==> src/sv/txp_pkg.sv <==
// ----------------------------------------------------------------------------
// Text-to-integer parser package
// Shared types, character codes, status codes and sizing constants.
// ----------------------------------------------------------------------------
package txp_pkg;

    // Default sizing of the parser.
    localparam int TXP_WORD_BITS   = 32;
    localparam int TXP_MAX_LEN     = 255;
    localparam int TXP_QUEUE_DEPTH = 2;

    // Port payload widths.
    localparam int TXP_IN_TDATA_W  = 8;
    localparam int TXP_OUT_TDATA_W = 48;

    // Configuration register indexes.
    localparam logic CFG_NUMBER_BASE   = 1'b0;
    localparam logic CFG_UNSIGNED_MODE = 1'b1;

    // Result status codes.
    localparam logic [1:0] ST_OK        = 2'd0;
    localparam logic [1:0] ST_NO_DIGITS = 2'd1;
    localparam logic [1:0] ST_RANGE     = 2'd2;
    localparam logic [1:0] ST_BAD_BASE  = 2'd3;

    // Character codes.
    localparam logic [7:0] CH_SPACE = 8'h20;
    localparam logic [7:0] CH_TAB   = 8'h09;
    localparam logic [7:0] CH_CR    = 8'h0D;
    localparam logic [7:0] CH_PLUS  = 8'h2B;
    localparam logic [7:0] CH_MINUS = 8'h2D;
    localparam logic [7:0] CH_0     = 8'h30;
    localparam logic [7:0] CH_9     = 8'h39;
    localparam logic [7:0] CH_UA    = 8'h41;
    localparam logic [7:0] CH_UZ    = 8'h5A;
    localparam logic [7:0] CH_UX    = 8'h58;
    localparam logic [7:0] CH_LA    = 8'h61;
    localparam logic [7:0] CH_LZ    = 8'h7A;
    localparam logic [7:0] CH_LX    = 8'h78;

    // Digit value of a character that is no digit in any base.
    localparam logic [5:0] DIGIT_NONE = 6'd36;
    localparam logic [5:0] BASE_MAX   = 6'd36;

    // Classified character as it travels from front to back.
    typedef struct packed {
        logic [5:0] digit;
        logic       is_space;
        logic       is_plus;
        logic       is_minus;
        logic       is_zero;
        logic       is_x;
    } t_char_class;

endpackage

==> src/sv/txp_front.sv <==
// ----------------------------------------------------------------------------
// Parser front end
// Accepts characters and classifies them for the parse engine.
// ----------------------------------------------------------------------------
module txp_front (
    input  logic                 i_s_tvalid,
    input  logic [7:0]           i_s_tdata,
    output logic                 o_s_tready,
    input  logic                 i_q_full,
    output logic                 o_push,
    output txp_pkg::t_char_class o_item
);
    import txp_pkg::*;

    logic [7:0] w_upper_off;
    logic [7:0] w_lower_off;
    logic [7:0] w_num_off;

    // Accept whenever the queue has a free slot.
    assign o_s_tready = !i_q_full;
    assign o_push     = i_s_tvalid && !i_q_full;

    assign w_num_off   = i_s_tdata - CH_0;
    assign w_upper_off = i_s_tdata - CH_UA + 8'd10;
    assign w_lower_off = i_s_tdata - CH_LA + 8'd10;

    // Digit value: decimal digits, then letters of either case as 10..35.
    always_comb begin
        if (i_s_tdata >= CH_0 && i_s_tdata <= CH_9) begin
            o_item.digit = w_num_off[5:0];
        end else if (i_s_tdata >= CH_UA && i_s_tdata <= CH_UZ) begin
            o_item.digit = w_upper_off[5:0];
        end else if (i_s_tdata >= CH_LA && i_s_tdata <= CH_LZ) begin
            o_item.digit = w_lower_off[5:0];
        end else begin
            o_item.digit = DIGIT_NONE;
        end
    end

    // Character kinds the parse engine branches on.
    assign o_item.is_space = (i_s_tdata == CH_SPACE) ||
                             (i_s_tdata >= CH_TAB && i_s_tdata <= CH_CR);
    assign o_item.is_plus  = (i_s_tdata == CH_PLUS);
    assign o_item.is_minus = (i_s_tdata == CH_MINUS);
    assign o_item.is_zero  = (i_s_tdata == CH_0);
    assign o_item.is_x     = (i_s_tdata == CH_LX) || (i_s_tdata == CH_UX);

endmodule

==> src/sv/txp_queue.sv <==
// ----------------------------------------------------------------------------
// Parser item queue
// Short queue of classified characters between front end and parse engine.
// ----------------------------------------------------------------------------
module txp_queue (
    input  logic                 i_clk,
    input  logic                 i_rst_n,
    input  logic                 i_push,
    input  txp_pkg::t_char_class i_item,
    output logic                 o_full,
    input  logic                 i_pop,
    output logic                 o_valid,
    output txp_pkg::t_char_class o_item
);
    import txp_pkg::*;

    localparam int PTR_W = (TXP_QUEUE_DEPTH > 1) ? $clog2(TXP_QUEUE_DEPTH) : 1;
    localparam int CNT_W = $clog2(TXP_QUEUE_DEPTH + 1);
    localparam logic [PTR_W-1:0] PTR_LAST = PTR_W'(TXP_QUEUE_DEPTH - 1);
    localparam logic [CNT_W-1:0] CNT_FULL = CNT_W'(TXP_QUEUE_DEPTH);

    t_char_class            r_slots [TXP_QUEUE_DEPTH];
    logic [PTR_W-1:0]       r_wr_ptr;
    logic [PTR_W-1:0]       r_rd_ptr;
    logic [CNT_W-1:0]       r_count;
    logic [CNT_W-1:0]       n_count;
    logic                   w_do_push;
    logic                   w_do_pop;

    assign o_full   = (r_count == CNT_FULL);
    assign o_valid  = (r_count != '0);
    assign o_item   = r_slots[r_rd_ptr];
    assign w_do_push = i_push && !o_full;
    assign w_do_pop  = i_pop && o_valid;

    // Fill level follows pushes and pops.
    always_comb begin
        n_count = r_count;
        if (w_do_push && !w_do_pop) begin
            n_count = r_count + 1'b1;
        end else if (w_do_pop && !w_do_push) begin
            n_count = r_count - 1'b1;
        end
    end

    // Pointers and fill level.
    always_ff @(posedge i_clk) begin
        if (!i_rst_n) begin
            r_wr_ptr <= '0;
            r_rd_ptr <= '0;
            r_count  <= '0;
        end else begin
            r_count <= n_count;
            if (w_do_push) begin
                r_wr_ptr <= (r_wr_ptr == PTR_LAST) ? '0 : r_wr_ptr + 1'b1;
            end
            if (w_do_pop) begin
                r_rd_ptr <= (r_rd_ptr == PTR_LAST) ? '0 : r_rd_ptr + 1'b1;
            end
        end
    end

    // Slot storage.
    always_ff @(posedge i_clk) begin
        if (w_do_push) begin
            r_slots[r_wr_ptr] <= i_item;
        end
    end

endmodule

==> src/sv/txp_back.sv <==
// ----------------------------------------------------------------------------
// Parser back end
// Per-string parse engine: sign, base prefix, digit accumulation, result.
// ----------------------------------------------------------------------------
module txp_back #(
    parameter int WORD_BITS = txp_pkg::TXP_WORD_BITS,
    parameter int MAX_LEN   = txp_pkg::TXP_MAX_LEN
) (
    input  logic                 i_clk,
    input  logic                 i_rst_n,
    input  logic                 i_q_valid,
    input  txp_pkg::t_char_class i_q_item,
    output logic                 o_q_pop,
    input  logic [5:0]           i_number_base,
    input  logic                 i_unsigned_mode,
    output logic                 o_m_tvalid,
    input  logic                 i_m_tready,
    output logic [31:0]          o_value,
    output logic [7:0]           o_end_offset,
    output logic [1:0]           o_status
);
    import txp_pkg::*;

    localparam int CNT_W  = $clog2(MAX_LEN + 1);
    localparam int PROD_W = WORD_BITS + 7;
    localparam logic [CNT_W-1:0]     LEN_MAX = CNT_W'(MAX_LEN);
    localparam logic [WORD_BITS-1:0] HALF    = {1'b1, {(WORD_BITS-1){1'b0}}};

    // Parse phases.
    localparam logic [2:0] PH_SPACE  = 3'd0;
    localparam logic [2:0] PH_SIGNED = 3'd1;
    localparam logic [2:0] PH_ZERO   = 3'd2;
    localparam logic [2:0] PH_PREFIX = 3'd3;
    localparam logic [2:0] PH_DIGITS = 3'd4;

    logic [2:0]           r_phase,       n_phase;
    logic [WORD_BITS-1:0] r_acc,         n_acc;
    logic                 r_neg,         n_neg;
    logic                 r_ovf,         n_ovf;
    logic                 r_digit_seen,  n_digit_seen;
    logic [5:0]           r_active_base, n_active_base;
    logic [CNT_W-1:0]     r_count,       n_count;

    logic                 r_out_valid;
    logic [31:0]          r_out_value;
    logic [7:0]           r_out_offset;
    logic [1:0]           r_out_status;

    logic                 w_fire;
    logic                 w_take;
    logic                 w_bump;
    logic                 w_bad_base;
    logic                 w_finish;
    logic [5:0]           w_first_base;
    logic [5:0]           w_tk_base;
    logic [CNT_W-1:0]     w_fin_off;
    logic [PROD_W-1:0]    w_prod;
    logic                 w_fits;
    logic                 w_emit;
    logic [WORD_BITS-1:0] w_neg_mag;
    logic [WORD_BITS-1:0] w_fin_val;
    logic [1:0]           w_fin_status;
    logic [CNT_W-1:0]     w_res_off;
    logic [WORD_BITS+31:0] w_val_ext;
    logic [CNT_W+7:0]     w_off_ext;

    // One character is processed when the result register can take a result.
    assign w_fire  = i_q_valid && (!r_out_valid || i_m_tready);
    assign o_q_pop = w_fire;

    // Base used by the first significant character of a string.
    assign w_first_base = (r_phase == PH_SPACE && r_count == '0) ? i_number_base
                                                                  : r_active_base;

    // Phase decisions.
    always_comb begin
        n_phase       = r_phase;
        n_acc         = r_acc;
        n_neg         = r_neg;
        n_ovf         = r_ovf;
        n_digit_seen  = r_digit_seen;
        n_active_base = r_active_base;
        w_take        = 1'b0;
        w_bump        = 1'b0;
        w_bad_base    = 1'b0;
        w_finish      = 1'b0;
        w_tk_base     = r_active_base;
        w_fin_off     = r_count;
        unique case (r_phase)
            PH_SPACE, PH_SIGNED: begin
                if (r_phase == PH_SPACE && r_count == '0) begin
                    n_active_base = i_number_base;
                end
                if (r_phase == PH_SPACE && r_count == '0 &&
                    (i_number_base == 6'd1 || i_number_base > BASE_MAX)) begin
                    w_bad_base = 1'b1;
                end else if (r_phase == PH_SPACE && i_q_item.is_space) begin
                    w_bump = 1'b1;
                end else if (r_phase == PH_SPACE &&
                             (i_q_item.is_plus || i_q_item.is_minus)) begin
                    n_neg   = i_q_item.is_minus;
                    w_bump  = 1'b1;
                    n_phase = PH_SIGNED;
                end else if ((w_first_base == 6'd0 || w_first_base == 6'd16) &&
                             i_q_item.is_zero) begin
                    // A leading zero may open a prefix.
                    n_digit_seen = 1'b1;
                    n_acc        = '0;
                    w_bump       = 1'b1;
                    n_phase      = PH_ZERO;
                end else begin
                    n_active_base = (w_first_base == 6'd0) ? 6'd10 : w_first_base;
                    w_tk_base     = n_active_base;
                    n_phase       = PH_DIGITS;
                    w_take        = 1'b1;
                end
            end
            PH_ZERO: begin
                if (i_q_item.is_x) begin
                    if (r_active_base == 6'd0) begin
                        n_active_base = 6'd16;
                    end
                    w_bump  = 1'b1;
                    n_phase = PH_PREFIX;
                end else begin
                    n_active_base = (r_active_base == 6'd0) ? 6'd8 : r_active_base;
                    w_tk_base     = n_active_base;
                    n_phase       = PH_DIGITS;
                    w_take        = 1'b1;
                end
            end
            PH_PREFIX: begin
                if (i_q_item.digit < 6'd16) begin
                    n_phase = PH_DIGITS;
                    w_take  = 1'b1;
                end else begin
                    // Bare prefix: the offset points at the x.
                    w_finish  = 1'b1;
                    w_fin_off = (r_count != '0) ? r_count - 1'b1 : '0;
                end
            end
            default: begin
                w_take = 1'b1;
            end
        endcase

        // Digit step: accept the digit or end the string.
        if (w_take) begin
            if (w_tk_base < 6'd2 || i_q_item.digit >= w_tk_base) begin
                w_finish  = 1'b1;
                w_fin_off = r_count;
            end else begin
                n_digit_seen = 1'b1;
                w_bump       = 1'b1;
                if (w_fits) begin
                    n_acc = w_prod[WORD_BITS-1:0];
                end else begin
                    n_ovf = 1'b1;
                end
            end
        end

        n_count = r_count;
        if (w_bump && r_count < LEN_MAX) begin
            n_count = r_count + 1'b1;
        end
    end

    // Multiply-add of the accumulator; a product that needs upper bits overflows.
    assign w_prod = {7'b0, r_acc} * PROD_W'(w_tk_base) + PROD_W'(i_q_item.digit);
    assign w_fits = (w_prod[PROD_W-1:WORD_BITS] == '0);

    // Final value with saturation.
    assign w_neg_mag = '0 - r_acc;
    always_comb begin
        w_fin_val    = r_neg ? w_neg_mag : r_acc;
        w_fin_status = ST_OK;
        if (i_unsigned_mode) begin
            if (r_ovf) begin
                w_fin_val    = '1;
                w_fin_status = ST_RANGE;
            end
        end else if (r_ovf || (r_neg ? (r_acc > HALF) : r_acc[WORD_BITS-1])) begin
            w_fin_val    = r_neg ? HALF : ~HALF;
            w_fin_status = ST_RANGE;
        end
    end

    assign w_emit    = w_bad_base || w_finish;
    assign w_res_off = (w_bad_base || !r_digit_seen) ? '0 : w_fin_off;
    assign w_val_ext = {32'b0, ((w_bad_base || !r_digit_seen) ? '0 : w_fin_val)};
    assign w_off_ext = {8'b0, w_res_off};

    // String state; every result returns it to the start of a string.
    always_ff @(posedge i_clk) begin
        if (!i_rst_n) begin
            r_phase       <= PH_SPACE;
            r_acc         <= '0;
            r_neg         <= 1'b0;
            r_ovf         <= 1'b0;
            r_digit_seen  <= 1'b0;
            r_active_base <= '0;
            r_count       <= '0;
        end else if (w_fire) begin
            if (w_emit) begin
                r_phase       <= PH_SPACE;
                r_acc         <= '0;
                r_neg         <= 1'b0;
                r_ovf         <= 1'b0;
                r_digit_seen  <= 1'b0;
                r_active_base <= '0;
                r_count       <= '0;
            end else begin
                r_phase       <= n_phase;
                r_acc         <= n_acc;
                r_neg         <= n_neg;
                r_ovf         <= n_ovf;
                r_digit_seen  <= n_digit_seen;
                r_active_base <= n_active_base;
                r_count       <= n_count;
            end
        end
    end

    // Result register.
    always_ff @(posedge i_clk) begin
        if (!i_rst_n) begin
            r_out_valid <= 1'b0;
        end else if (w_fire && w_emit) begin
            r_out_valid <= 1'b1;
        end else if (i_m_tready) begin
            r_out_valid <= 1'b0;
        end
    end

    always_ff @(posedge i_clk) begin
        if (w_fire && w_emit) begin
            r_out_value  <= w_val_ext[31:0];
            r_out_offset <= w_off_ext[7:0];
            if (w_bad_base) begin
                r_out_status <= ST_BAD_BASE;
            end else if (!r_digit_seen) begin
                r_out_status <= ST_NO_DIGITS;
            end else begin
                r_out_status <= w_fin_status;
            end
        end
    end

    assign o_m_tvalid   = r_out_valid;
    assign o_value      = r_out_value;
    assign o_end_offset = r_out_offset;
    assign o_status     = r_out_status;

endmodule

==> src/sv/text_to_integer_parser.sv <==
// ----------------------------------------------------------------------------
// Text-to-integer parser
// Streaming string-to-integer conversion with base detection and saturation.
// ----------------------------------------------------------------------------
// The block takes one ASCII character per item and sustains one item per
// clock cycle unless the result stream stalls; the rate is set by the parse
// engine, which does one multiply-add of the accumulator by the base per
// cycle. Leading whitespace and an optional sign are skipped, base 0 picks 8,
// 10 or 16 from the prefix, and the first character that is not a digit of
// the base ends the string: that character is consumed and one result item
// (value, end offset, status) is registered. A character enters a two-entry
// queue when accepted, and the result register is loaded when the engine pops
// it. The user must make base and mode writes only between strings; the block
// does not enforce this. The base is sampled on the first character of each string.
module text_to_integer_parser #(
    parameter int WORD_BITS = txp_pkg::TXP_WORD_BITS,
    parameter int MAX_LEN   = txp_pkg::TXP_MAX_LEN
) (
    input  logic                                i_clk,
    input  logic                                i_rst_n,
    // Character stream.
    input  logic                                i_s_tvalid,
    output logic                                o_s_tready,
    input  logic [txp_pkg::TXP_IN_TDATA_W-1:0]  i_s_tdata,   // [7:0] ch
    // Result stream.
    output logic                                o_m_tvalid,
    input  logic                                i_m_tready,
    // [31:0] value, [39:32] end_offset, [41:40] status, [47:42] zero
    output logic [txp_pkg::TXP_OUT_TDATA_W-1:0] o_m_tdata,
    // Configuration writes.
    input  logic                                i_cfg_we,
    input  logic                                i_cfg_index,
    input  logic [5:0]                          i_cfg_data
);
    import txp_pkg::*;

    logic [5:0]  r_number_base;
    logic        r_unsigned_mode;

    logic        w_push;
    logic        w_full;
    logic        w_pop;
    logic        w_q_valid;
    t_char_class w_in_item;
    t_char_class w_q_item;
    logic [31:0] w_value;
    logic [7:0]  w_end_offset;
    logic [1:0]  w_status;

    // Configuration registers.
    always_ff @(posedge i_clk) begin
        if (!i_rst_n) begin
            r_number_base   <= 6'd10;
            r_unsigned_mode <= 1'b0;
        end else if (i_cfg_we) begin
            unique case (i_cfg_index)
                CFG_NUMBER_BASE:   r_number_base   <= i_cfg_data;
                CFG_UNSIGNED_MODE: r_unsigned_mode <= i_cfg_data[0];
                default:           r_number_base   <= r_number_base;
            endcase
        end
    end

    txp_front u_front (
        .i_s_tvalid (i_s_tvalid),
        .i_s_tdata  (i_s_tdata),
        .o_s_tready (o_s_tready),
        .i_q_full   (w_full),
        .o_push     (w_push),
        .o_item     (w_in_item)
    );

    txp_queue u_queue (
        .i_clk   (i_clk),
        .i_rst_n (i_rst_n),
        .i_push  (w_push),
        .i_item  (w_in_item),
        .o_full  (w_full),
        .i_pop   (w_pop),
        .o_valid (w_q_valid),
        .o_item  (w_q_item)
    );

    txp_back #(
        .WORD_BITS (WORD_BITS),
        .MAX_LEN   (MAX_LEN)
    ) u_back (
        .i_clk           (i_clk),
        .i_rst_n         (i_rst_n),
        .i_q_valid       (w_q_valid),
        .i_q_item        (w_q_item),
        .o_q_pop         (w_pop),
        .i_number_base   (r_number_base),
        .i_unsigned_mode (r_unsigned_mode),
        .o_m_tvalid      (o_m_tvalid),
        .i_m_tready      (i_m_tready),
        .o_value         (w_value),
        .o_end_offset    (w_end_offset),
        .o_status        (w_status)
    );

    // Pack the result item.
    assign o_m_tdata = {6'b0, w_status, w_end_offset, w_value};

endmodule

==> config.mk <==
export PLATFORM = sky130hd
export DESIGN_NAME = text_to_integer_parser
export DESIGN_NICKNAME = d
export VERILOG_FILES = /design/src/sv/txp_pkg.sv /design/src/sv/txp_front.sv /design/src/sv/txp_queue.sv /design/src/sv/txp_back.sv /design/src/sv/text_to_integer_parser.sv
export SDC_FILE = /design/constraint.sdc
export NUM_CORES = 1
export LEC_CHECK = 0
export BUFFER_PORTS_ARGS = -buffer_cell sky130_fd_sc_hd__buf_2
export CAP_MARGIN = 20
export CORE_AREA = 4 4 189 191
export DETAILED_ROUTE_END_ITERATION = 8
export DIE_AREA = 0 0 193 195
export GPL_TIMING_DRIVEN = 0
export PLACE_DENSITY = 0.56
export REMOVE_ABC_BUFFERS = 1
export SYNTH_ARGS = -nofsm -noshare
export SYNTH_HDL_FRONTEND = slang
export SYNTH_SLANG_ARGS = --single-unit
==> constraint.sdc <==
create_clock -name i_clk -period 9 [get_ports i_clk]
set_input_delay 1.8 -clock i_clk [delete_from_list [all_inputs] [get_ports i_clk]]
set_output_delay 1.8 -clock i_clk [all_outputs]
set_load 0.02 [all_outputs]
==> flow_summary.ini <==
[outcome]
status = completed

[sta]
finalHoldViolations = 0
timing.hold.ws_ns = 0.519
drv_slew = 0
period_needed_ns = 8.52
tightest_slew_ns = 1.04
min_period_over_period_pct = 94.7
slew_headroom_pct = 30.3
worst_clock_skew_ns = 0.0196
tns_ns = 0
setup_viol = 0
fmax_ghz = 0.117

[drt]
wirelength_um = 35500
dr_total_vias = 11100
dr.pass1.iters = 6
detail_route.wl_per_cell_um = 17.6
post-route-drc-count = 0
vias_per_cell = 5.52
postRouteAntennaNets = 0
first_iter_violations = 686

[hold_path]
holdPathStages = 2
min_from = u_back.o_m_tvalid$_SDFFE_PN0P_
hp-class = reg -> reg
hold_path_end = u_back.o_m_tvalid$_SDFFE_PN0P_

[cells_and_area]
finalNonFillerCells = 2018
drive_gt1_share_pct = 11.6
layout_commonest_cell = nor2_1
final.fill_count = 3310
fin_util_pct = 44.0
antennaDiodeCount = 0
syn2layout_area_growth_pct = 11.0
fin_nets = 1801
final_cell_mix = 249 x nor2_1, 124 x fa_1, 107 x ha_1

[pwr]
leakagePower_nw = 6.39
ir_drop_uv = 134
p_total_mw = 3.14
power.density_nw_per_um2 = 209

[synthesis]
synth_area_sq_um = 13500
ys_seq_elements = 129
synthArstFlopShare_pct = 0
synth_xor_area_share_pct = 4.47
synth_top_cell_by_area = fa_1
synthTopCellsByArea = fa_1 18%, edfxtp_1 14%, ha_1 9.9%, dfxtp_1 9.6%, nor2_1 6.9%
synthAdderAreaFrac_pct = 28.2
avgSynthCellArea_sq_um = 8.91
yosysSeqAreaShare_pct = 23.8
synth_compound_area_share_pct = 17.5
yosys.area_share.simple_pct = 18.6
synth_cells = 1518
synth_top_cell_area_share_pct = 18.3
yosys_warnings = 0
synthFlopType = dfxtp_1
synthMuxAreaShare_pct = 1.84
ys_types = 80
synth_edf_count = 64
synth_top_family_by_area = adder cells

[worst_setup_path]
cp-end-kind = flip-flop
ff2ff_path_depth = 26
crit_fanout = 16
cp-start-kind = flip-flop
required_ns = 9.34
crit_arrival_ns = 8.86
cp-startpoint = u_back.r_count[0]$_SDFFE_PN0P_
reg2reg_to = u_back.r_acc[14]$_SDFFE_PN0P_
setup.worst_path.class = reg -> reg
r2r_start = u_back.r_count[0]$_SDFFE_PN0P_
r2r_setup_slack_ns = 0.48

[placement]
routabilityCongestion = 0.894
dp_hpwl_um = 28200
portBuffers = 63
dpl.cell_count = 1978

[floorplanning]
rows = 68
die_h_um = 195
dieArea_sq_um = 37600
design.core.area_sq_um = 34100
start_util_pct = 39.7
io_pins = 70
dieWidth_um = 193

[clock_network]
numCtsBuffers = 17
cts_buffer_depth = 2
clkTransAtPathRegs_ns = 0.06
clock-sinks = 129
cts_tree = yes
cts-root-buf = clkbuf_16
cts_max_level = 4
clkLatencyLatePin_ns = 0.44

[global_routing]
grt.total_usage_pct = 19.2
grt_pass1_vias = 11100
grt_pass1_wl_um = 58300
grt_max_degree = 43
antenna_found_initial = 0
gr-total-overflow = 0

[job]
maxCapViolCount = 0
==> where the power goes <==
part	switching, mW	internal, mW	leakage (nW)
Clock	0.288	0.355	0.253
Combinational	1.10	0.540	5.00
Sequential	0.0876	0.777	1.13
Total	1.47	1.67	6.39
==> cells by family after synthesis <==
family / count (synthesis)
muxes: 24
buffers and inverters: 181
and+or+nand+nor: 542
xor gates and xnor gates: 69
AOI/OAI and AO/OA: 341
DFF: 129
other: 1
adders and majority gates: 231
==> layer usage <==
metal	global-route usage (%)	wire length (um)
met1	27.3	16600
met2	29.7	16000
met3	4.18	2280
met4	5.32	585
met5	0	0
==> per-stage QoR <==
| stage | setup WS [ns] | instance area, sq um |
|---|---|---|
| 2_1_floorplan | -0.0594 | 13200 |
| 3_5_place_dp | -0.498 | 14400 |
| 6_report | 0.478 | 15000 |
| 5_1_grt | -0.0185 | 15000 |
| 4_1_cts | 0.125 | 15000 |
| 3_3_place_gp | -3.26 | 14100 |
==> Yosys cell counts, types with 12 or more instances <==
master      n
clkbuf_1   48
nand2b_1   17
xnor2_1    50
clkinv_1   22
and2_1     18
ha_1      107
inv_1      85
edfxtp_1   64
a21o_1     12
nand3_1    27
a31oi_1    16
nor2b_1    16
nor3_1     30
nand4_1    18
nand2_1   104
mux2i_1    17
nor2_1    249
o21ai_0    64
a21oi_1   105
dfxtp_1    65
xor2_1     19
o22ai_2    30
fa_1      124
==> critical path, cell delays in order (launching register included) <==
cell        delay [ns]
dfxtp_1           0.37
inv_1             0.13
ha_1              0.16
or4b_1            0.60
o31ai_4           0.29
a221oi_4          0.15
nor3_2            0.35
nand2_1           0.32
o32a_1            0.56
clkinvlp_4        0.14
buf_8             0.17
nor2_1            0.08
fa_1              0.55
fa_1              0.46
fa_1              0.50
ha_1              0.30
ha_1              0.43
nand4_1           0.22
nor3_1            0.26
o221ai_1          0.26
a311oi_1          0.43
o311ai_0          0.22
a211oi_1          0.35
and4_1            0.33
nand3_4           0.31
buf_16            0.32
o22ai_2           0.14
==> state kept, by name, indices dropped and copies added, names as in the netlist, named ones only <==
| name | cells |
|---|---|
| u_back.r_count | 8 |
| u_back.r_active_base | 6 |
| u_back.r_digit_seen | 1 |
| u_back.o_end_offset | 8 |
| u_queue.r_rd_ptr | 1 |
| u_back.o_status | 2 |
| r_unsigned_mode | 1 |
| u_back.r_neg | 1 |
| u_back.o_m_tvalid | 1 |
| u_back.r_ovf | 1 |
| u_queue.r_slots | 22 |
| u_queue.r_wr_ptr | 1 |
| u_back.r_acc | 32 |
| u_queue.r_count | 2 |
| r_number_base | 6 |
| u_back.r_phase | 3 |
| u_back.o_value | 32 |
==> repair_timing <==
item / in CTS / in global routing
setup endpoints to repair: 32 / 33
buffers inserted: 3 / 5
resized for setup: 3 / 4
hold buffers: 0 / 0
pin swaps: 1 / 0
==> how the worst max path moves through the flow <==
stage,depth (start not counted),slack [ns],end
floorplan,24,-0.06,u_back.r_acc[0]$_SDFFE_PN0P_
global placement,25,-3.26,u_back.r_acc[16]$_SDFFE_PN0P_
detailed placement,24,-0.50,u_back.r_acc[14]$_SDFFE_PN0P_
CTS,26,0.13,u_back.r_acc[14]$_SDFFE_PN0P_
global route,26,-0.02,u_back.r_acc[29]$_SDFFE_PN0P_
finish,26,0.48,u_back.r_acc[14]$_SDFFE_PN0P_
==> final cells by class <==
| cell class | instances | area (sq um) | area share [%] |
|---|---|---|---|
| multi-input cells | 1213 | 9670 | 64.4 |
| flip-flops and latches | 129 | 3220 | 21.5 |
| repair buffers | 82 | 606 | 4.03 |
| well taps | 455 | 569 | 3.79 |
| clock buffers | 18 | 429 | 2.86 |
| inverters | 107 | 409 | 2.72 |
| clock inverters | 14 | 108 | 0.717 |
No activity file was read; power rests on OpenSTA's default activity.
